### src/hw/rtl/nctc_pkg.sv
// ----------------------------------------------------------------------------
// nctc_pkg
// Shared types and constants of the nested comment trivia classifier.
// ----------------------------------------------------------------------------
package nctc_pkg;

   localparam int MAX_NESTING = 255;
   localparam int DEPTH_W     = $clog2(MAX_NESTING + 1);

   localparam logic [7:0] CH_SLASH = 8'h2F;
   localparam logic [7:0] CH_STAR  = 8'h2A;
   localparam logic [7:0] CH_SPACE = 8'h20;
   localparam logic [7:0] CH_TAB   = 8'h09;
   localparam logic [7:0] CH_CR    = 8'h0D;
   localparam logic [7:0] CH_LF    = 8'h0A;

   // Number of buffered results in the response queue.
   localparam int QUEUE_DEPTH = 3;
   localparam int QCNT_W      = $clog2(QUEUE_DEPTH + 1);

   typedef struct packed {
      logic [7:0] out_byte;
      logic       is_trivia;
      logic       end_of_text;
      logic       unterminated;
      logic       last_of_run;
   } result_type;

   // Results produced by one accepted byte: zero, one or two.
   typedef struct packed {
      logic [1:0] count;
      result_type first;
      result_type second;
   } step_out_type;

endpackage

### src/hw/rtl/nctc_step.sv
// ----------------------------------------------------------------------------
// nctc_step
// Scanner state registers and the per-byte classification logic.
// ----------------------------------------------------------------------------
module nctc_step (
   input  logic                  clock,
   input  logic                  reset,
   input  logic                  accept,
   input  logic [7:0]            text_byte,
   input  logic                  final_byte,
   output nctc_pkg::step_out_type step_out
);

   typedef enum logic [1:0] {
      MODE_NORMAL = 2'd0,
      MODE_LINE   = 2'd1,
      MODE_BLOCK  = 2'd2
   } mode_type;

   typedef enum logic [1:0] {
      PEND_NONE  = 2'd0,
      PEND_SLASH = 2'd1,
      PEND_STAR  = 2'd2
   } pend_type;

   mode_type                      mode_ff, mode_in;
   pend_type                      pend_ff, pend_in;
   logic                          held_ff, held_in;
   logic [nctc_pkg::DEPTH_W-1:0]  depth_ff, depth_in;

   nctc_pkg::result_type          res0, res1;
   logic [1:0]                    cnt;
   logic                          plain;
   logic                          is_space;
   logic                          unterm;

   assign is_space = (text_byte == nctc_pkg::CH_SPACE) || (text_byte == nctc_pkg::CH_TAB) ||
                     (text_byte == nctc_pkg::CH_CR) || (text_byte == nctc_pkg::CH_LF);

   always_comb begin
      mode_in  = mode_ff;
      pend_in  = pend_ff;
      held_in  = held_ff;
      depth_in = depth_ff;
      res0     = '0;
      res1     = '0;
      cnt      = 2'd0;
      plain    = 1'b1;
      unterm   = 1'b0;

      case (mode_ff)
         MODE_LINE: begin
            res0 = '{text_byte, 1'b1, 1'b0, 1'b0, 1'b0};
            cnt  = 2'd1;
            if (text_byte == nctc_pkg::CH_LF) begin
               mode_in = MODE_NORMAL;
            end
         end
         MODE_BLOCK: begin
            res0 = '{text_byte, 1'b1, 1'b0, 1'b0, 1'b0};
            cnt  = 2'd1;
            if (pend_ff == PEND_SLASH && text_byte == nctc_pkg::CH_STAR) begin
               if (depth_ff != nctc_pkg::DEPTH_W'(nctc_pkg::MAX_NESTING)) begin
                  depth_in = depth_ff + 1'b1;
               end
               pend_in = PEND_NONE;
            end else if (pend_ff == PEND_STAR && text_byte == nctc_pkg::CH_SLASH) begin
               if (depth_ff != '0) begin
                  depth_in = depth_ff - 1'b1;
               end
               pend_in = PEND_NONE;
               if (depth_in == '0) begin
                  mode_in = MODE_NORMAL;
               end
            end else if (text_byte == nctc_pkg::CH_SLASH) begin
               pend_in = PEND_SLASH;
            end else if (text_byte == nctc_pkg::CH_STAR) begin
               pend_in = PEND_STAR;
            end else begin
               pend_in = PEND_NONE;
            end
         end
         default: begin
            if (held_ff) begin
               held_in = 1'b0;
               if (text_byte == nctc_pkg::CH_SLASH) begin
                  res0    = '{nctc_pkg::CH_SLASH, 1'b1, 1'b0, 1'b0, 1'b0};
                  res1    = '{text_byte, 1'b1, 1'b0, 1'b0, 1'b0};
                  cnt     = 2'd2;
                  mode_in = MODE_LINE;
                  plain   = 1'b0;
               end else if (text_byte == nctc_pkg::CH_STAR) begin
                  res0     = '{nctc_pkg::CH_SLASH, 1'b1, 1'b0, 1'b0, 1'b0};
                  res1     = '{text_byte, 1'b1, 1'b0, 1'b0, 1'b0};
                  cnt      = 2'd2;
                  mode_in  = MODE_BLOCK;
                  depth_in = nctc_pkg::DEPTH_W'(1);
                  pend_in  = PEND_NONE;
                  plain    = 1'b0;
               end else begin
                  res0 = '{nctc_pkg::CH_SLASH, 1'b0, 1'b0, 1'b0, 1'b0};
                  cnt  = 2'd1;
               end
            end
            if (plain) begin
               if (text_byte == nctc_pkg::CH_SLASH && !final_byte && !is_space) begin
                  held_in = 1'b1;
               end else if (cnt == 2'd0) begin
                  res0 = '{text_byte, is_space, 1'b0, 1'b0, 1'b0};
                  cnt  = 2'd1;
               end else begin
                  res1 = '{text_byte, is_space, 1'b0, 1'b0, 1'b0};
                  cnt  = 2'd2;
               end
            end
         end
      endcase

      // The last result of the step carries the run and end-of-text marks.
      unterm = final_byte && (mode_in == MODE_BLOCK);
      if (cnt == 2'd1) begin
         res0.last_of_run  = 1'b1;
         res0.end_of_text  = final_byte;
         res0.unterminated = unterm;
      end else if (cnt == 2'd2) begin
         res1.last_of_run  = 1'b1;
         res1.end_of_text  = final_byte;
         res1.unterminated = unterm;
      end

      // The final byte ends the text, and the next byte starts a fresh one.
      if (final_byte) begin
         mode_in  = MODE_NORMAL;
         pend_in  = PEND_NONE;
         held_in  = 1'b0;
         depth_in = '0;
      end
   end

   assign step_out = '{cnt, res0, res1};

   always_ff @(posedge clock) begin
      if (reset) begin
         mode_ff  <= MODE_NORMAL;
         pend_ff  <= PEND_NONE;
         held_ff  <= 1'b0;
         depth_ff <= '0;
      end else if (accept) begin
         mode_ff  <= mode_in;
         pend_ff  <= pend_in;
         held_ff  <= held_in;
         depth_ff <= depth_in;
      end
   end

`ifndef SYNTHESIS
   a_block_has_depth: assert property (@(posedge clock) disable iff (reset)
      mode_ff == MODE_BLOCK |-> depth_ff != '0)
      else $error("block comment open with zero nesting depth");
   a_held_only_normal: assert property (@(posedge clock) disable iff (reset)
      held_ff |-> mode_ff == MODE_NORMAL)
      else $error("slash held outside normal mode");
   a_pend_only_block: assert property (@(posedge clock) disable iff (reset)
      pend_ff != PEND_NONE |-> mode_ff == MODE_BLOCK)
      else $error("block pending marker set outside block comment");
`endif

endmodule

### src/hw/rtl/nctc_rsp_queue.sv
// ----------------------------------------------------------------------------
// nctc_rsp_queue
// Three-entry result queue; takes up to two results per cycle while it has room, emits one.
// ----------------------------------------------------------------------------
module nctc_rsp_queue (
   input  logic                   clock,
   input  logic                   reset,
   input  logic                   push,
   input  nctc_pkg::step_out_type step_out,
   input  logic                   pop_ready,
   output logic                   out_valid,
   output nctc_pkg::result_type   out_item,
   output logic                   can_accept
);

   nctc_pkg::result_type                     slot_ff [nctc_pkg::QUEUE_DEPTH];
   nctc_pkg::result_type                     slot_in [nctc_pkg::QUEUE_DEPTH];
   logic [nctc_pkg::QCNT_W-1:0]              count_ff, count_in;
   logic [nctc_pkg::QCNT_W-1:0]              base;
   logic [1:0]                               add;
   logic                                     pop;

   assign out_valid = (count_ff != '0);
   assign out_item  = slot_ff[0];
   assign pop       = out_valid && pop_ready;

   // Room for two more results after this cycle's pop.
   assign can_accept = (count_ff <= nctc_pkg::QCNT_W'(nctc_pkg::QUEUE_DEPTH - 2))
                    || (pop && count_ff <= nctc_pkg::QCNT_W'(nctc_pkg::QUEUE_DEPTH - 1));

   assign base     = count_ff - nctc_pkg::QCNT_W'(pop);
   assign add      = push ? step_out.count : 2'd0;
   assign count_in = base + nctc_pkg::QCNT_W'(add);

   always_comb begin
      for (int i = 0; i < nctc_pkg::QUEUE_DEPTH; i++) begin
         slot_in[i] = slot_ff[i];
      end
      if (pop) begin
         for (int i = 0; i < nctc_pkg::QUEUE_DEPTH - 1; i++) begin
            slot_in[i] = slot_ff[i + 1];
         end
      end
      for (int i = 0; i < nctc_pkg::QUEUE_DEPTH; i++) begin
         if (add != 2'd0 && base == nctc_pkg::QCNT_W'(i)) begin
            slot_in[i] = step_out.first;
         end
         if (add == 2'd2 && base + 1'b1 == nctc_pkg::QCNT_W'(i)) begin
            slot_in[i] = step_out.second;
         end
      end
   end

   always_ff @(posedge clock) begin
      if (reset) begin
         count_ff <= '0;
      end else begin
         count_ff <= count_in;
      end
   end

   always_ff @(posedge clock) begin
      for (int i = 0; i < nctc_pkg::QUEUE_DEPTH; i++) begin
         slot_ff[i] <= slot_in[i];
      end
   end

`ifndef SYNTHESIS
   a_no_overflow: assert property (@(posedge clock) disable iff (reset)
      count_ff <= nctc_pkg::QCNT_W'(nctc_pkg::QUEUE_DEPTH))
      else $error("result queue overflow");
   a_push_has_room: assert property (@(posedge clock) disable iff (reset)
      push |-> can_accept)
      else $error("byte accepted without room for its results");
`endif

endmodule

### src/hw/rtl/nested_comment_trivia_classifier.sv
// ----------------------------------------------------------------------------
// nested_comment_trivia_classifier
// Labels each source byte as trivia (whitespace, line or nested block
// comment) or token byte.
// ----------------------------------------------------------------------------
// One byte is accepted per cycle while req_tready is high, and its results
// are registered into a three-entry result queue when it is accepted. A
// byte yields zero, one or two results; a '/' in normal text is held until
// the next byte and then comes out with it. The output side moves one result
// per cycle while rsp_tready is high, so a byte that yields two results takes
// two output slots; the queue keeps accepting while up to one result waits, or two with one leaving.
// The scanner state returns to reset after the byte marked by req_tlast.
// ----------------------------------------------------------------------------
module nested_comment_trivia_classifier (
   input  logic       clock,
   input  logic       reset,
   input  logic       req_tvalid,
   output logic       req_tready,
   input  logic [7:0] req_tdata,   // [7:0] text_byte
   input  logic       req_tlast,   // final_byte
   output logic       rsp_tvalid,
   input  logic       rsp_tready,
   output logic [7:0] rsp_tdata,   // [7:0] out_byte
   output logic [2:0] rsp_tuser,   // [0] is_trivia, [1] end_of_text, [2] unterminated
   output logic       rsp_tlast    // last_of_run
);

   nctc_pkg::step_out_type step_out;
   nctc_pkg::result_type   head;
   logic                   accept;

   assign accept = req_tvalid && req_tready;

   nctc_step u_step (
      .clock      (clock),
      .reset      (reset),
      .accept     (accept),
      .text_byte  (req_tdata),
      .final_byte (req_tlast),
      .step_out   (step_out)
   );

   nctc_rsp_queue u_queue (
      .clock      (clock),
      .reset      (reset),
      .push       (accept),
      .step_out   (step_out),
      .pop_ready  (rsp_tready),
      .out_valid  (rsp_tvalid),
      .out_item   (head),
      .can_accept (req_tready)
   );

   assign rsp_tdata = head.out_byte;
   assign rsp_tuser = {head.unterminated, head.end_of_text, head.is_trivia};
   assign rsp_tlast = head.last_of_run;

`ifndef SYNTHESIS
   a_end_is_last: assert property (@(posedge clock) disable iff (reset)
      rsp_tvalid && rsp_tuser[1] |-> rsp_tlast)
      else $error("end of text on a result that is not last of its run");
   a_unterm_at_end: assert property (@(posedge clock) disable iff (reset)
      rsp_tvalid && rsp_tuser[2] |-> rsp_tuser[1])
      else $error("unterminated flag without end of text");
   a_unterm_trivia: assert property (@(posedge clock) disable iff (reset)
      rsp_tvalid && rsp_tuser[2] |-> rsp_tuser[0])
      else $error("unterminated comment ends on a token byte");
`endif

endmodule

### config.mk
export PLATFORM = sky130hd
export DESIGN_NAME = nested_comment_trivia_classifier
export DESIGN_NICKNAME = d
export VERILOG_FILES = /design/src/hw/rtl/nctc_pkg.sv /design/src/hw/rtl/nctc_step.sv /design/src/hw/rtl/nctc_rsp_queue.sv /design/src/hw/rtl/nested_comment_trivia_classifier.sv
export SDC_FILE = /design/constraint.sdc
export NUM_CORES = 1
export LEC_CHECK = 0
export BUFFER_PORTS_ARGS = -buffer_cell sky130_fd_sc_hd__buf_2
export CAP_MARGIN = 15
export CELL_PAD_IN_SITES_DETAIL_PLACEMENT = 0
export CELL_PAD_IN_SITES_GLOBAL_PLACEMENT = 1
export CORE_MARGIN = 5
export CORE_UTILIZATION = 46
export DETAILED_ROUTE_END_ITERATION = 16
export PLACE_DENSITY_LB_ADDON = 0.1
export REMOVE_ABC_BUFFERS = 1
export SLEW_MARGIN = 30
export SYNTH_ARGS = -nofsm -noshare
export SYNTH_HDL_FRONTEND = slang
export SYNTH_SLANG_ARGS = --single-unit
### constraint.sdc
create_clock -name clock -period 3.33 [get_ports clock]
set_input_delay 0.666 -clock clock [delete_from_list [all_inputs] [get_ports clock]]
set_output_delay 0.666 -clock clock [all_outputs]
set_load 0.02 [all_outputs]
==> flow_summary.toml <==
[cts]
post_cts_buffers = 0
hold_buffers = 0
cts_root_buf = "clkbuf_8"
cts_buffers = 5
cts_resized = 0
cts_sinks = 51
clockBufferDepth = 2
htree_levels = 2
tritoncts = "built"
insertion_delay_ns = 0.31
clk_pin_slew_ns = 0.09

[placement]
io_buffers = 26
hpwl_um = 6250
gp_congestion = 0.864

[setup_path]
cp.arrival_ns = 2.89
rr_startpoint = "u_queue.count_ff[1]$_SDFF_PP0_"
rrSetupSlack_ns = 0.39
end_kind = "flop"
cp_max_fo = 12
crit_start = "u_queue.count_ff[1]$_SDFF_PP0_"
start_kind = "flop"
crit_required_ns = 3.28
setup.worst_path.class = "flop to flop"
rr_worst_depth = 9
reg2reg_to = "u_queue.slot_ff[0][13]$_DFFE_PP_"

[logic_synthesis]
muxShareOfSynthArea_pct = 0.986
synthAdderAreaFrac_pct = 2.28
synth_compound_area_share_pct = 24.3
synth.area.top_cells = "edfxtp_1 (33%), dfxtp_1 (9.1%), a21oi_1 (5.6%), nand2_1 (4.3%), nor2_1 (4.2%)"
synth_largest_area_cell = "edfxtp_1"
synth_edf_count = 36
syn_avg_cell_area_sq_um = 8.80
synthTopCellsByCount = "nand2_1 (38), a21oi_1 (37), nor2_1 (37), edfxtp_1 (36), o21ai_0 (25)"
synth_xor_area_share_pct = 1.59
synth_area_sq_um = 3300
yosysTopAreaCellShare_pct = 32.8
synthArstFlopShare_pct = 0
ys_ff_latch = 51
yosys_warnings = 0
synth.distinct_cells = 67
yosys_most_used_dff = "edfxtp_1"
synth_top_family_by_area = "compound AO/OA/AOI/OAI gates"
synth_cells = 375
yosysSeqAreaShare_pct = 41.9
yosys.area_share.simple_pct = 22.3
yosysMostFrequentCell = "nand2_1"

[sta]
tightest_slew_ns = 0.745
skew_ns = 0.00772
timing.fmax_ghz = 0.341
slew_viol_final = 0
hold_viol = 0
tns_ns = 0
slew_headroom_pct = 50.0
setup_viol = 0
rsz0062_at_grt = "false"
fin_crit_ns = 2.94
finalCritPeriodShare_pct = 88.2

[floorplanning]
ioPinCount = 27
rows = 30
die_w_um = 94.7
die_h_um = 94.7
fp.coreArea_sq_um = 6870
die_area_sq_um = 8970
initial_core_util_pct = 48.0

[run_status]
status = "completed"

[power_and_ir_drop]
ir_drop_uv = 207
leakagePower_nw = 1.32
powerDensity_nw_per_um2 = 647
total_power_mw = 2.33

[drt]
routed-via-count = 2876
dr.pass1.iters = 5
drc = 0
ant_nets = 0
first_iter_violations = 229
drt-wirelength-per-cell_um = 17.5
avgViaCountPerCell = 5.88
routed_wl_um = 8550

[cells_and_area]
drive_gt1_share_pct = 17.3
area_growth_pct = 9.25
antenna-diode-count = 0
nNetsFinal = 411

[global_routing]
grt_pass1_wl_um = 13700
grt.total_usage_pct = 19.6
grt-ovfl-total = 0
grt_max_degree = 19
grt_pass1_vias = 2647
antenna_found_initial = 0

[worst_hold_path]
hold_depth = 2
hp-class = "flop to flop"
whs_endpoint = "u_queue.slot_ff[0][2]$_DFFE_PP_"
hold_start = "u_queue.slot_ff[0][14]$_DFFE_PP_"

[flow_run]
cap_violations = 0
[placed cells by master (no fill, tap or decap), types with 2 or more instances in the layout]
cell type and instances:
a211o_1 4, a211oi_1 4, a21o_1 3, a21oi_1 37
a221o_1 2, a22o_1 6, a22oi_1 2, a31oi_1 5
a41oi_1 2, and2_1 2, and3_1 3, buf_2 26
buf_4 18, clkbuf_8 6, dfxtp_1 15, edfxtp_1 36
ha_1 6, inv_1 11, mux2_2 2, nand2_1 38
nand2b_1 3, nand3_1 11, nand4_1 4, nand4b_1 2
nor2_1 37, nor2b_1 7, nor3_1 17, nor3b_1 2
nor4_1 3, o2111ai_1 2, o21ai_0 25, o22ai_1 3
o31ai_1 3, or3_1 7, or4b_2 2, xnor2_1 4
xor2_1 2
[worst max-delay path, cell delays in order, from the launching register on]
cell      delay, ns
dfxtp_1        0.37
or2_2          0.30
nand2_1        0.16
inv_1          0.06
ha_1           0.36
inv_1          0.16
nand2_1        0.13
a211oi_1       0.50
nor2_1         0.12
nand2_1        0.41
[per-layer routing]
metal / wire [um] / vias to the layer above / share of wire, % / GRT usage, %
met5: 0 / - / 0 / 0
met4: 177 / 0 / 2.1 / 6.01
met3: 400 / 13 / 4.7 / 3.19
met2: 4200 / 83 / 49 / 34.5
met1: 3770 / 1356 / 44 / 24.5
li1: - / 1424 / - / -
[registers in the layout, indices dropped and copies added (netlist names)]
name / count
u_step.depth_ff: 8
u_step.held_ff: 1
u_queue.slot_ff: 36
u_queue.count_ff: 2
u_step.pend_ff: 2
u_step.mode_ff: 2
[power breakdown]
part | internal (mW) | switching (mW) | total, mW
Combinational | 0.350 | 0.576 | 0.926
Clock | 0.170 | 0.218 | 0.388
Sequential | 0.957 | 0.0603 | 1.02
Total | 1.48 | 0.854 | 2.33
[cell type report]
class	instances	area, sq um
Fill cell	653	3260
Multi-Input combinational cell	279	1700
Tap cell	96	120
Timing Repair Buffer	44	265
Clock inverter	2	16.3
Inverter	11	41.3
Sequential cell	51	1380
Clock buffer	6	82.6
[per-stage QoR]
stage          utilization (%)  instance area, sq um  cells  worst slack [ns]  hold WS, ns
4_1_cts                   52.5                  3600    489             0.407        0.525
3_3_place_gp              51.0                  3510    481             0.397        0.497
6_report                  52.5                  3600    489             0.394        0.527
2_1_floorplan                -                  3120    341            0.0584        0.489
3_5_place_dp              51.0                  3510    481             0.299        0.505
5_1_grt                   52.5                  3600    489             0.131        0.554
[worst max path at each step]
stage	slack, ns	cells past startpoint	to
2_1_floorplan	0.06	9	u_queue.slot_ff[0][12]$_DFFE_PP_
3_3_place_gp	0.40	9	u_queue.slot_ff[0][13]$_DFFE_PP_
3_5_place_dp	0.30	9	u_queue.slot_ff[0][13]$_DFFE_PP_
4_1_cts	0.41	9	u_queue.slot_ff[0][13]$_DFFE_PP_
5_1_grt	0.13	9	u_queue.slot_ff[0][15]$_DFFE_PP_
6_report	0.39	9	u_queue.slot_ff[0][13]$_DFFE_PP_
[cell families after synthesis]
| kind of cell | count (synthesis) |
|---|---|
| buffers and inverters | 45 |
| xor gates and xnor gates | 6 |
| DFF | 51 |
| and+or+nand+nor | 147 |
| adders and majority gates | 6 |
| muxes | 3 |
| AOI/OAI and AO/OA | 117 |
Note: power is estimated with default switching activity, not from simulation.
